File: config.mk
export PLATFORM = sky130hd
export DESIGN_NAME = weighted_random_selection_table_top
export DESIGN_NICKNAME = d
export VERILOG_FILES = /design/src/hw/rtl/wrst_pkg.sv /design/src/hw/rtl/wrst_cell.sv /design/src/hw/rtl/weighted_random_selection_table_top.sv
export SDC_FILE = /design/constraint.sdc
export NUM_CORES = 2
export LEC_CHECK = 0
export ABC_AREA = 1
export BUFFER_PORTS_ARGS = -buffer_cell sky130_fd_sc_hd__clkbuf_2
export CAP_MARGIN = 15
export CORE_ASPECT_RATIO = 1.1
export CORE_MARGIN = 5
export CORE_UTILIZATION = 36
export CTS_CLUSTER_DIAMETER = 150
export DETAILED_ROUTE_END_ITERATION = 7
export PLACE_DENSITY = 0.56
export SKIP_LAST_GASP = 1
export SYNTH_ARGS = -nofsm -noshare
export SYNTH_HDL_FRONTEND = slang
export SYNTH_HIERARCHICAL = 1
export SYNTH_SLANG_ARGS = --single-unit
File: constraint.sdc
create_clock -name i_clk -period 7.6 [get_ports i_clk]
set_clock_uncertainty 0.2 [all_clocks]
set_input_delay 2.28 -clock i_clk [delete_from_list [all_inputs] [get_ports i_clk]]
set_output_delay 2.28 -clock i_clk [all_outputs]
set_load 0.05 [all_outputs]
File: src/hw/rtl/wrst_pkg.sv
// Shared types and constants for the weighted random selection table.
package wrst_pkg;

    // Default sizes of the table and of one stored weight.
    localparam int DEF_TABLE_DEPTH = 64;
    localparam int DEF_WEIGHT_BITS = 32;

    // Fixed field widths of the stream payloads.
    localparam int KIND_BITS     = 2;
    localparam int IN_WEIGHT_BITS = 32;
    localparam int SLOT_BITS     = 6;
    localparam int DRAW_BITS     = 38;
    localparam int INDEX_BITS    = 7;
    localparam int STATUS_BITS   = 2;
    localparam int SUM_BITS      = 38;

    // Packed payload widths, rounded up to whole bytes.
    localparam int IN_DATA_BITS  = 80;
    localparam int OUT_DATA_BITS = 56;

    // Operation codes carried in the input tuser.
    typedef enum logic [KIND_BITS-1:0] {
        KIND_APPEND = 2'd0,
        KIND_REMOVE = 2'd1,
        KIND_PICK   = 2'd2
    } t_kind;

    // Result status codes carried in the output tuser.
    typedef enum logic [STATUS_BITS-1:0] {
        STAT_OK    = 2'd0,
        STAT_FULL  = 2'd1,
        STAT_RANGE = 2'd2
    } t_status;

    // Per-cell control: load a new weight, or take the neighbor's weight.
    typedef struct packed {
        logic load;
        logic shift;
    } t_cell_ctrl;

endpackage

File: src/hw/rtl/wrst_cell.sv
// One storage cell of the weight ring: holds a weight and takes its neighbor's.
module wrst_cell #(
    parameter int WEIGHT_BITS = wrst_pkg::DEF_WEIGHT_BITS
) (
    input  logic                   i_clk,
    input  wrst_pkg::t_cell_ctrl   i_ctrl,
    input  logic [WEIGHT_BITS-1:0] i_new_weight,
    input  logic [WEIGHT_BITS-1:0] i_next_weight,
    output logic [WEIGHT_BITS-1:0] o_weight
);
    import wrst_pkg::*;

    logic [WEIGHT_BITS-1:0] r_weight;

    // A fresh weight has priority; otherwise the cell follows its neighbor.
    always_ff @(posedge i_clk) begin
        if (i_ctrl.load) begin
            r_weight <= i_new_weight;
        end else if (i_ctrl.shift) begin
            r_weight <= i_next_weight;
        end
    end

    assign o_weight = r_weight;

endmodule

File: src/hw/rtl/weighted_random_selection_table_top.sv
// Top level of the weighted random selection table: ring of weight cells and its sequencer.
//
// The block keeps an ordered table of up to TABLE_DEPTH weights in a ring of
// cells, with a live entry count and the running total. Every input transfer
// gives exactly one output transfer. An append goes from input to result through
// the exec and finish states; a pick and a remove pass through the walk state,
// which rotates the whole ring once past the head cell, one entry per cycle,
// and so restores the table order at the end; a remove then closes the gap in
// the compact state. A rejected append, a remove with an out-of-range slot and
// the unused operation code go straight from exec to finish.
// One item is worked on at a time; a new input is taken as soon as the
// previous result sits in the output register, even if it is not yet taken.
// The draw point for a pick comes from outside; the first index whose running
// sum exceeds it is returned, or the count when the point is not below the
// total. No clearing pass is needed after reset.
module weighted_random_selection_table_top #(
    parameter int TABLE_DEPTH = wrst_pkg::DEF_TABLE_DEPTH,
    parameter int WEIGHT_BITS = wrst_pkg::DEF_WEIGHT_BITS
) (
    input  logic                               i_clk,
    input  logic                               i_rst_n,
    // Input stream.
    input  logic                               i_s_axis_tvalid,
    output logic                               o_s_axis_tready,
    // tdata from bit 0: weight[31:0], slot[37:32], draw_point[75:38], zero fill.
    input  logic [wrst_pkg::IN_DATA_BITS-1:0]  i_s_axis_tdata,
    // tuser from bit 0: kind[1:0].
    input  logic [wrst_pkg::KIND_BITS-1:0]     i_s_axis_tuser,
    // Output stream.
    output logic                               o_m_axis_tvalid,
    input  logic                               i_m_axis_tready,
    // tdata from bit 0: chosen_index[6:0], entry_count[13:7],
    // total_weight[51:14], zero fill.
    output logic [wrst_pkg::OUT_DATA_BITS-1:0] o_m_axis_tdata,
    // tuser from bit 0: status[1:0].
    output logic [wrst_pkg::STATUS_BITS-1:0]   o_m_axis_tuser
);
    import wrst_pkg::*;

    localparam int IW     = $clog2(TABLE_DEPTH);
    localparam int CW     = $clog2(TABLE_DEPTH + 1);
    localparam int CMP_W  = (CW > SLOT_BITS) ? CW : SLOT_BITS;
    localparam int EXT_W  = CMP_W + INDEX_BITS;
    localparam int RUN_W  = WEIGHT_BITS + CW;
    localparam int DCMP_W = (RUN_W > DRAW_BITS) ? RUN_W : DRAW_BITS;
    localparam int W_LO   = 0;
    localparam int S_LO   = IN_WEIGHT_BITS;
    localparam int D_LO   = IN_WEIGHT_BITS + SLOT_BITS;
    localparam int PAD_W  = OUT_DATA_BITS - 2 * INDEX_BITS - SUM_BITS;

    typedef enum logic [2:0] {
        S_IDLE,
        S_EXEC,
        S_WALK,
        S_COMPACT,
        S_FINISH
    } t_state;

    t_state                 r_state;
    logic [KIND_BITS-1:0]   r_kind;
    logic [WEIGHT_BITS-1:0] r_weight;
    logic [SLOT_BITS-1:0]   r_slot;
    logic [DRAW_BITS-1:0]   r_draw;
    logic [CW-1:0]          r_count;
    logic [SUM_BITS-1:0]    r_sum;
    logic [IW-1:0]          r_k;
    logic [RUN_W-1:0]       r_run;
    logic                   r_found;
    logic [CMP_W-1:0]       r_idx;
    t_status                r_status;
    logic [WEIGHT_BITS-1:0] r_rm_weight;
    logic                   r_out_valid;
    logic [INDEX_BITS-1:0]  r_out_idx;
    logic [INDEX_BITS-1:0]  r_out_count;
    logic [SUM_BITS-1:0]    r_out_sum;
    t_status                r_out_status;

    logic [WEIGHT_BITS-1:0] cell_weight [TABLE_DEPTH];
    logic [WEIGHT_BITS-1:0] head_weight;
    logic [CMP_W-1:0]       slot_ext;
    logic [CMP_W-1:0]       count_ext;
    logic [CMP_W-1:0]       k_ext;
    logic                   not_full;
    logic                   do_append;
    logic [RUN_W-1:0]       run_next;
    logic                   draw_hit;
    logic [EXT_W-1:0]       idx_wide;
    logic [EXT_W-1:0]       count_wide;

    // Compare operands brought to one width.
    assign head_weight = cell_weight[0];
    assign slot_ext    = CMP_W'(r_slot);
    assign count_ext   = CMP_W'(r_count);
    assign k_ext       = CMP_W'(r_k);
    assign not_full    = count_ext < CMP_W'(TABLE_DEPTH);
    assign do_append   = (r_state == S_EXEC) && (r_kind == KIND_APPEND) && not_full;
    assign run_next    = r_run + RUN_W'(head_weight);
    assign draw_hit    = DCMP_W'(r_draw) < DCMP_W'(run_next);
    assign idx_wide    = EXT_W'(r_idx);
    assign count_wide  = EXT_W'(r_count);

    // Ring of cells: each one hands its weight to the cell below it.
    for (genvar i = 0; i < TABLE_DEPTH; i++) begin : g_cell
        t_cell_ctrl cell_ctrl;

        assign cell_ctrl.load  = do_append && (count_ext == CMP_W'(i));
        assign cell_ctrl.shift = (r_state == S_WALK)
                               || ((r_state == S_COMPACT) && (CMP_W'(i) >= slot_ext));

        wrst_cell #(
            .WEIGHT_BITS (WEIGHT_BITS)
        ) u_cell (
            .i_clk         (i_clk),
            .i_ctrl        (cell_ctrl),
            .i_new_weight  (r_weight),
            .i_next_weight (cell_weight[(i + 1) % TABLE_DEPTH]),
            .o_weight      (cell_weight[i])
        );
    end

    // Sequencer: takes an item, walks the ring where needed, posts the result.
    always_ff @(posedge i_clk) begin
        if (!i_rst_n) begin
            r_state     <= S_IDLE;
            r_count     <= '0;
            r_sum       <= '0;
            r_k         <= '0;
            r_found     <= 1'b0;
            r_out_valid <= 1'b0;
        end else begin
            // A result posted in the finish state replaces the one leaving.
            if (r_out_valid && i_m_axis_tready && (r_state != S_FINISH)) begin
                r_out_valid <= 1'b0;
            end
            unique case (r_state)
                S_IDLE: begin
                    if (i_s_axis_tvalid) begin
                        r_kind   <= i_s_axis_tuser;
                        r_weight <= i_s_axis_tdata[W_LO +: WEIGHT_BITS];
                        r_slot   <= i_s_axis_tdata[S_LO +: SLOT_BITS];
                        r_draw   <= i_s_axis_tdata[D_LO +: DRAW_BITS];
                        r_state  <= S_EXEC;
                    end
                end
                S_EXEC: begin
                    r_k      <= '0;
                    r_run    <= '0;
                    r_found  <= 1'b0;
                    r_status <= STAT_OK;
                    r_idx    <= count_ext;
                    unique case (r_kind)
                        KIND_APPEND: begin
                            if (not_full) begin
                                r_count <= r_count + 1'b1;
                                r_sum   <= r_sum + SUM_BITS'(r_weight);
                            end else begin
                                r_status <= STAT_FULL;
                            end
                            r_state <= S_FINISH;
                        end
                        KIND_REMOVE: begin
                            r_idx <= slot_ext;
                            if (slot_ext >= count_ext) begin
                                r_status <= STAT_RANGE;
                                r_state  <= S_FINISH;
                            end else begin
                                r_state <= S_WALK;
                            end
                        end
                        KIND_PICK: begin
                            r_state <= S_WALK;
                        end
                        default: begin
                            r_idx   <= '0;
                            r_state <= S_FINISH;
                        end
                    endcase
                end
                S_WALK: begin
                    // The head cell holds entry r_k during this cycle.
                    r_k <= r_k + 1'b1;
                    if ((r_kind == KIND_PICK) && (k_ext < count_ext) && !r_found) begin
                        r_run <= run_next;
                        if (draw_hit) begin
                            r_found <= 1'b1;
                            r_idx   <= k_ext;
                        end
                    end
                    if ((r_kind == KIND_REMOVE) && (k_ext == slot_ext)) begin
                        r_rm_weight <= head_weight;
                    end
                    if (r_k == IW'(TABLE_DEPTH - 1)) begin
                        r_state <= (r_kind == KIND_REMOVE) ? S_COMPACT : S_FINISH;
                    end
                end
                S_COMPACT: begin
                    r_count <= r_count - 1'b1;
                    r_sum   <= r_sum - SUM_BITS'(r_rm_weight);
                    r_state <= S_FINISH;
                end
                S_FINISH: begin
                    if (!r_out_valid || i_m_axis_tready) begin
                        r_out_valid  <= 1'b1;
                        r_out_idx    <= idx_wide[INDEX_BITS-1:0];
                        r_out_count  <= count_wide[INDEX_BITS-1:0];
                        r_out_sum    <= r_sum;
                        r_out_status <= r_status;
                        r_state      <= S_IDLE;
                    end
                end
                default: begin
                    r_state <= S_IDLE;
                end
            endcase
        end
    end

    // Output register drives the result stream.
    assign o_s_axis_tready = (r_state == S_IDLE);
    assign o_m_axis_tvalid = r_out_valid;
    assign o_m_axis_tdata  = {{PAD_W{1'b0}}, r_out_sum, r_out_count, r_out_idx};
    assign o_m_axis_tuser  = r_out_status;

endmodule

### Word-level counts from Yosys, hierarchy flattened

Cells that the tools add are included.
W data, S select, Z words.

* bits of input ports: 86
* bits in registers: 2316
* word-level logic and storage cells: 673
* output and inout port bits: 60

* $lt $le $gt $ge: 68
* equal/unequal tests: 79
* muxes and demuxes: 157
* add/sub/neg operators: 6
* reduce and logical (&&, ||, !) cells: 281

Operators by type and width (count)
* $mux W32: 128
* $eq A7 B6 Y1 const B: 32
* $ge A6 B6 Y1 const A: 32
* $logic_and A1 B1 Y1: 135
* $reduce_bool A2 Y1: 66
* $eq A7 B5 Y1 const B: 16
* $ge A5 B6 Y1 const A: 16
* $pmux W39 S2: 1
* $mux W38: 2
* $pmux W38 S2: 1
* $logic_or A1 B1 Y1: 65
* $eq A7 B4 Y1 const B: 8
* $ge A4 B6 Y1 const A: 8
* $pmux W7 S2: 3
* $add A39 B32 Y39: 1
* $lt A38 B39 Y1: 1
* $mux W39: 1
* $add A38 B32 Y38: 1
* $sub A38 B32 Y38: 1
* $eq A7 B3 Y1 const B: 4
* $mux W7: 4
* $ge A3 B6 Y1 const A: 4
* $reduce_and A3 Y1: 7
* $mux W3: 5
* 34 further kinds: 49

### Logic depth before layout (Yosys ltp)

* depth after elaboration: 5
* gate-level depth with buffers: 29
* mapped depth without buffers: 29

### Cells and area by module

Netlist, hierarchy kept.

By module, submodules not included
* wrst_cell: sequential area each 960.9 µm², cells each 137, times used 64, area an instance 1401.3 µm²
* weighted_random_selection_table_top: sequential area each 7487.2 µm², cells each 2242, times used 1, area an instance 17753.3 µm²

### Least setup slack after synthesis

Ideal clock, no wire load.

* path kind: input-to-reg
* start: in i_rst_n
* end: reg r_out_status[0] (netlist: o_m_axis_tuser[0]) (enable)
* data required time: 6868 ps
* cell stages on the path: 3
* library setup time: 532 ps
* arrival time: 6342 ps
* path buffers: 1
* slack: 526 ps
* cell sequence: clkinv_1 -> clkbuf_1 -> nor3_1

* cells in the longest elaborated chain, start to end: 1

Ends and longest elaborated chain
* start, declared: line weighted_random_selection_table_top.sv:21 `input logic i_rst_n,`
* $reduce_and A3 Y1 (no line)
* end signal, assigned: line weighted_random_selection_table_top.sv:207 `r_out_status <= r_status;`
* end, declared: line weighted_random_selection_table_top.sv:76 `t_status r_out_status;`

No other way between the ends.
A chain may end at the register's enable or synchronous reset.

==> results.cfg <==
[status]
outcome = finished clean

[critical_path]
cp.arrival_ns = 5.26
cp_data_required_time_ns = 7.89
crit_fanout = 32
critPathCaptureType = flip-flop
worstSetupPathType = flip-flop to flip-flop
cp-start-kind = flip-flop

[place]
gp_congestion = 0.880
hpwl_um = 190000
preCtsSetupSlack_ns = 2.07
dp.cells = 14700
port_buffers = 137

[synthesis]
yosysWarnings = 6
ys.flop_type = edfxtp_1
syn_area_mm2 = 0.107
synth_top_cells_by_count = nand2_1 (6555), edfxtp_1 (2260), nor2_1 (388)
synth.most_common_cell = nand2_1
avgSynthCellArea_um2 = 9.76
ys_types = 61
yosysTopAreaCell = edfxtp_1
synth_top_area_share_pct = 63.2
synth_edf_count = 2260
synth-seq-area-share_pct = 64.2
ys_async_sr_fraction_pct = 0
synthCells = 11000
synthTopCellsByArea = edfxtp_1 (63%), nand2_1 (23%), buf_6 (2.7%)
ys_ff_latch = 2316

[detailed_routing]
routedWlPerCell_um = 19.7
drtAntennaViolNets = 0
wl_um = 299000
drtIter0Drc = 6482
num_vias = 74200
via_per_inst = 4.89
dr.pass1.iters = 6
drc_errors = 0

[die]
rows = 210
coreArea_mm2 = 0.297
initial_core_util_pct = 36.1
ios = 146
die-area_mm2 = 0.309
die_w_um = 531
die_h_um = 583

[final_layout]
fin_nets = 11300
post_layout_nonfiller_instances = 15200
layout-drive-gt1-share_pct = 7.98
synthToLayoutAreaGrowth_pct = 9.36

[cts]
cts_max_path_buffers = 4
cts_tree = yes
h-tree-depth = 4
holdBufCountCts = 0
cts_sinks = 2316
clkSlewWorstSetupHoldPaths_ns = 0.06
clk_latency_ns = 0.90
cts_setup_buffers = 0
cts_resized = 0
root_buffer = clkbuf_16
cts_made_buffers = 248

[timing]
finalCritPeriodShare_pct = 65.3
max_freq_ghz = 0.201
hold_viol = 0
slew_violations = 0
max_slew_margin_pct = 21.9
setup-violations-final = 0
rsz0062_at_grt = false
setup_ws_ns = 2.63
final.setup.tns_ns = 0
min_period_ns = 4.97
worst_pin_slew_ns = 1.17

[global_route]
antenna_found_initial = 1
grt_max_degree = 63
gr-total-overflow = 0
grt_pass1_vias = 73300
grt_pass1_wl_um = 457000
grt_usage_pct = 18.9

[worst_hold_path]
hp-class = flip-flop to flip-flop

[power]
vdd_drop_max_uv = 192
p_leak_uw = 0.0488
power.density_mw_per_mm2 = 231

[job]
maxCapViolCount = 0
metal layers:
layer / vias to the layer above / global-route usage (%) / wire [um]
li1: 35700 / - / -
met3: 460 / 2.81 / 18500
met4: 0 / 5.68 / 9660
met1: 35800 / 26.3 / 134000
met2: 2245 / 30.6 / 137000
met5: - / 0 / 0
metrics by stage:
stage               total power [uW]  hold slack, ns  utilization, %  cell area (um^2)
detailed placement             15700           0.205            36.9            110000
finish                         27100           0.220            39.5            117000
global placement               15700           0.204            36.9            110000
CTS                            27400           0.219            39.5            117000
floorplan                      15100           0.200               -            107000
global route                   28100           0.225            39.5            117000
logic make-up after synthesis:
logic type	synth area share, %
muxes	0.00932
xor gates and xnor gates	0.522
and+or+nand+nor	25.8
DFF	64.2
adders and majority gates	1.53
other	0.00349
AOI/OAI and AO/OA	2.20
buffers and inverters	5.73
cell usage in the layout, fill, tap and decap left out, types with 39 or more instances in the layout:
| cell | netlist | final |
|---|---|---|
| nand2_1 | 6555 | 6555 |
| edfxtp_1 | 2260 | 2260 |
| nor2_1 | 388 | 324 |
| inv_1 | 296 | 296 |
| clkbuf_16 | 0 | 250 |
| a21oi_1 | 137 | 137 |
| buf_4 | 199 | 137 |
| clkbuf_2 | 0 | 137 |
| o21ai_0 | 131 | 131 |
| ha_1 | 128 | 128 |
| nand3_1 | 87 | 87 |
| nor2_2 | 10 | 73 |
| or2_2 | 66 | 66 |
| inv_4 | 64 | 64 |
| clkbuf_1 | 24 | 57 |
| dfxtp_1 | 56 | 56 |
| clkinv_1 | 2 | 52 |
| clkinv_2 | 0 | 49 |
| xor2_1 | 39 | 39 |
final cells by class:
class | instances | area, um^2
Clock inverter | 139 | 1230
Tap cell | 3922 | 4910
Antenna cell | 5 | 12.5
Timing Repair Buffer | 275 | 1730
Sequential cell | 2316 | 69000
Clock buffer | 311 | 6530
Fill cell | 29000 | 180000
Multi-Input combinational cell | 7816 | 32500
Inverter | 381 | 1590
final timing paths:
path                                         startpoint  slack [ns]  cells after the start                                        to
worst max register to register  r_state[0]$_SDFFE_PN0P_        2.63                      9  g_cell[29].u_cell/o_weight[20]$_DFFE_PP_
worst min register to register       r_idx[0]$_DFFE_PP_        0.22                      0                    r_out_idx[0]$_DFFE_PP_
worst min-delay path                 r_idx[0]$_DFFE_PP_        0.22                      0                    r_out_idx[0]$_DFFE_PP_
worst max-delay path            r_state[0]$_SDFFE_PN0P_        2.63                      9  g_cell[29].u_cell/o_weight[20]$_DFFE_PP_
worst max-delay path, cell delays in order (launching register included):
cell	delay, ns
dfxtp_1	0.68
nand2_1	0.29
nor2_1	0.23
inv_2	0.11
nor3_2	0.24
inv_2	0.10
nor2_1	0.49
nand2_1	0.63
nor2_2	0.82
or2_2	0.81
flip-flops by register name (all words and copies together), names as in the netlist, 3 cells and up:
| register | cells |
|---|---|
| g_cell.u_cell/o_weight | 2048 |
| r_run | 39 |
| r_draw | 38 |
| r_out_sum | 38 |
| r_sum | 38 |
| r_rm_weight | 32 |
| r_weight | 32 |
| count_ext | 7 |
| r_idx | 7 |
| r_out_count | 7 |
| r_out_idx | 7 |
| r_k | 6 |
| r_slot | 6 |
| r_state | 3 |
report_power, final:
| group | total, uW | internal (uW) | leakage [uW] | switching (uW) |
|---|---|---|---|---|
| logic | 1190 | 265 | 0.0241 | 920 |
| clock network | 11700 | 6640 | 0.00378 | 5100 |
| registers | 14200 | 14100 | 0.0209 | 116 |
| total | 27100 | 21000 | 0.0488 | 6130 |
Power figures use the tool's default switching activity.
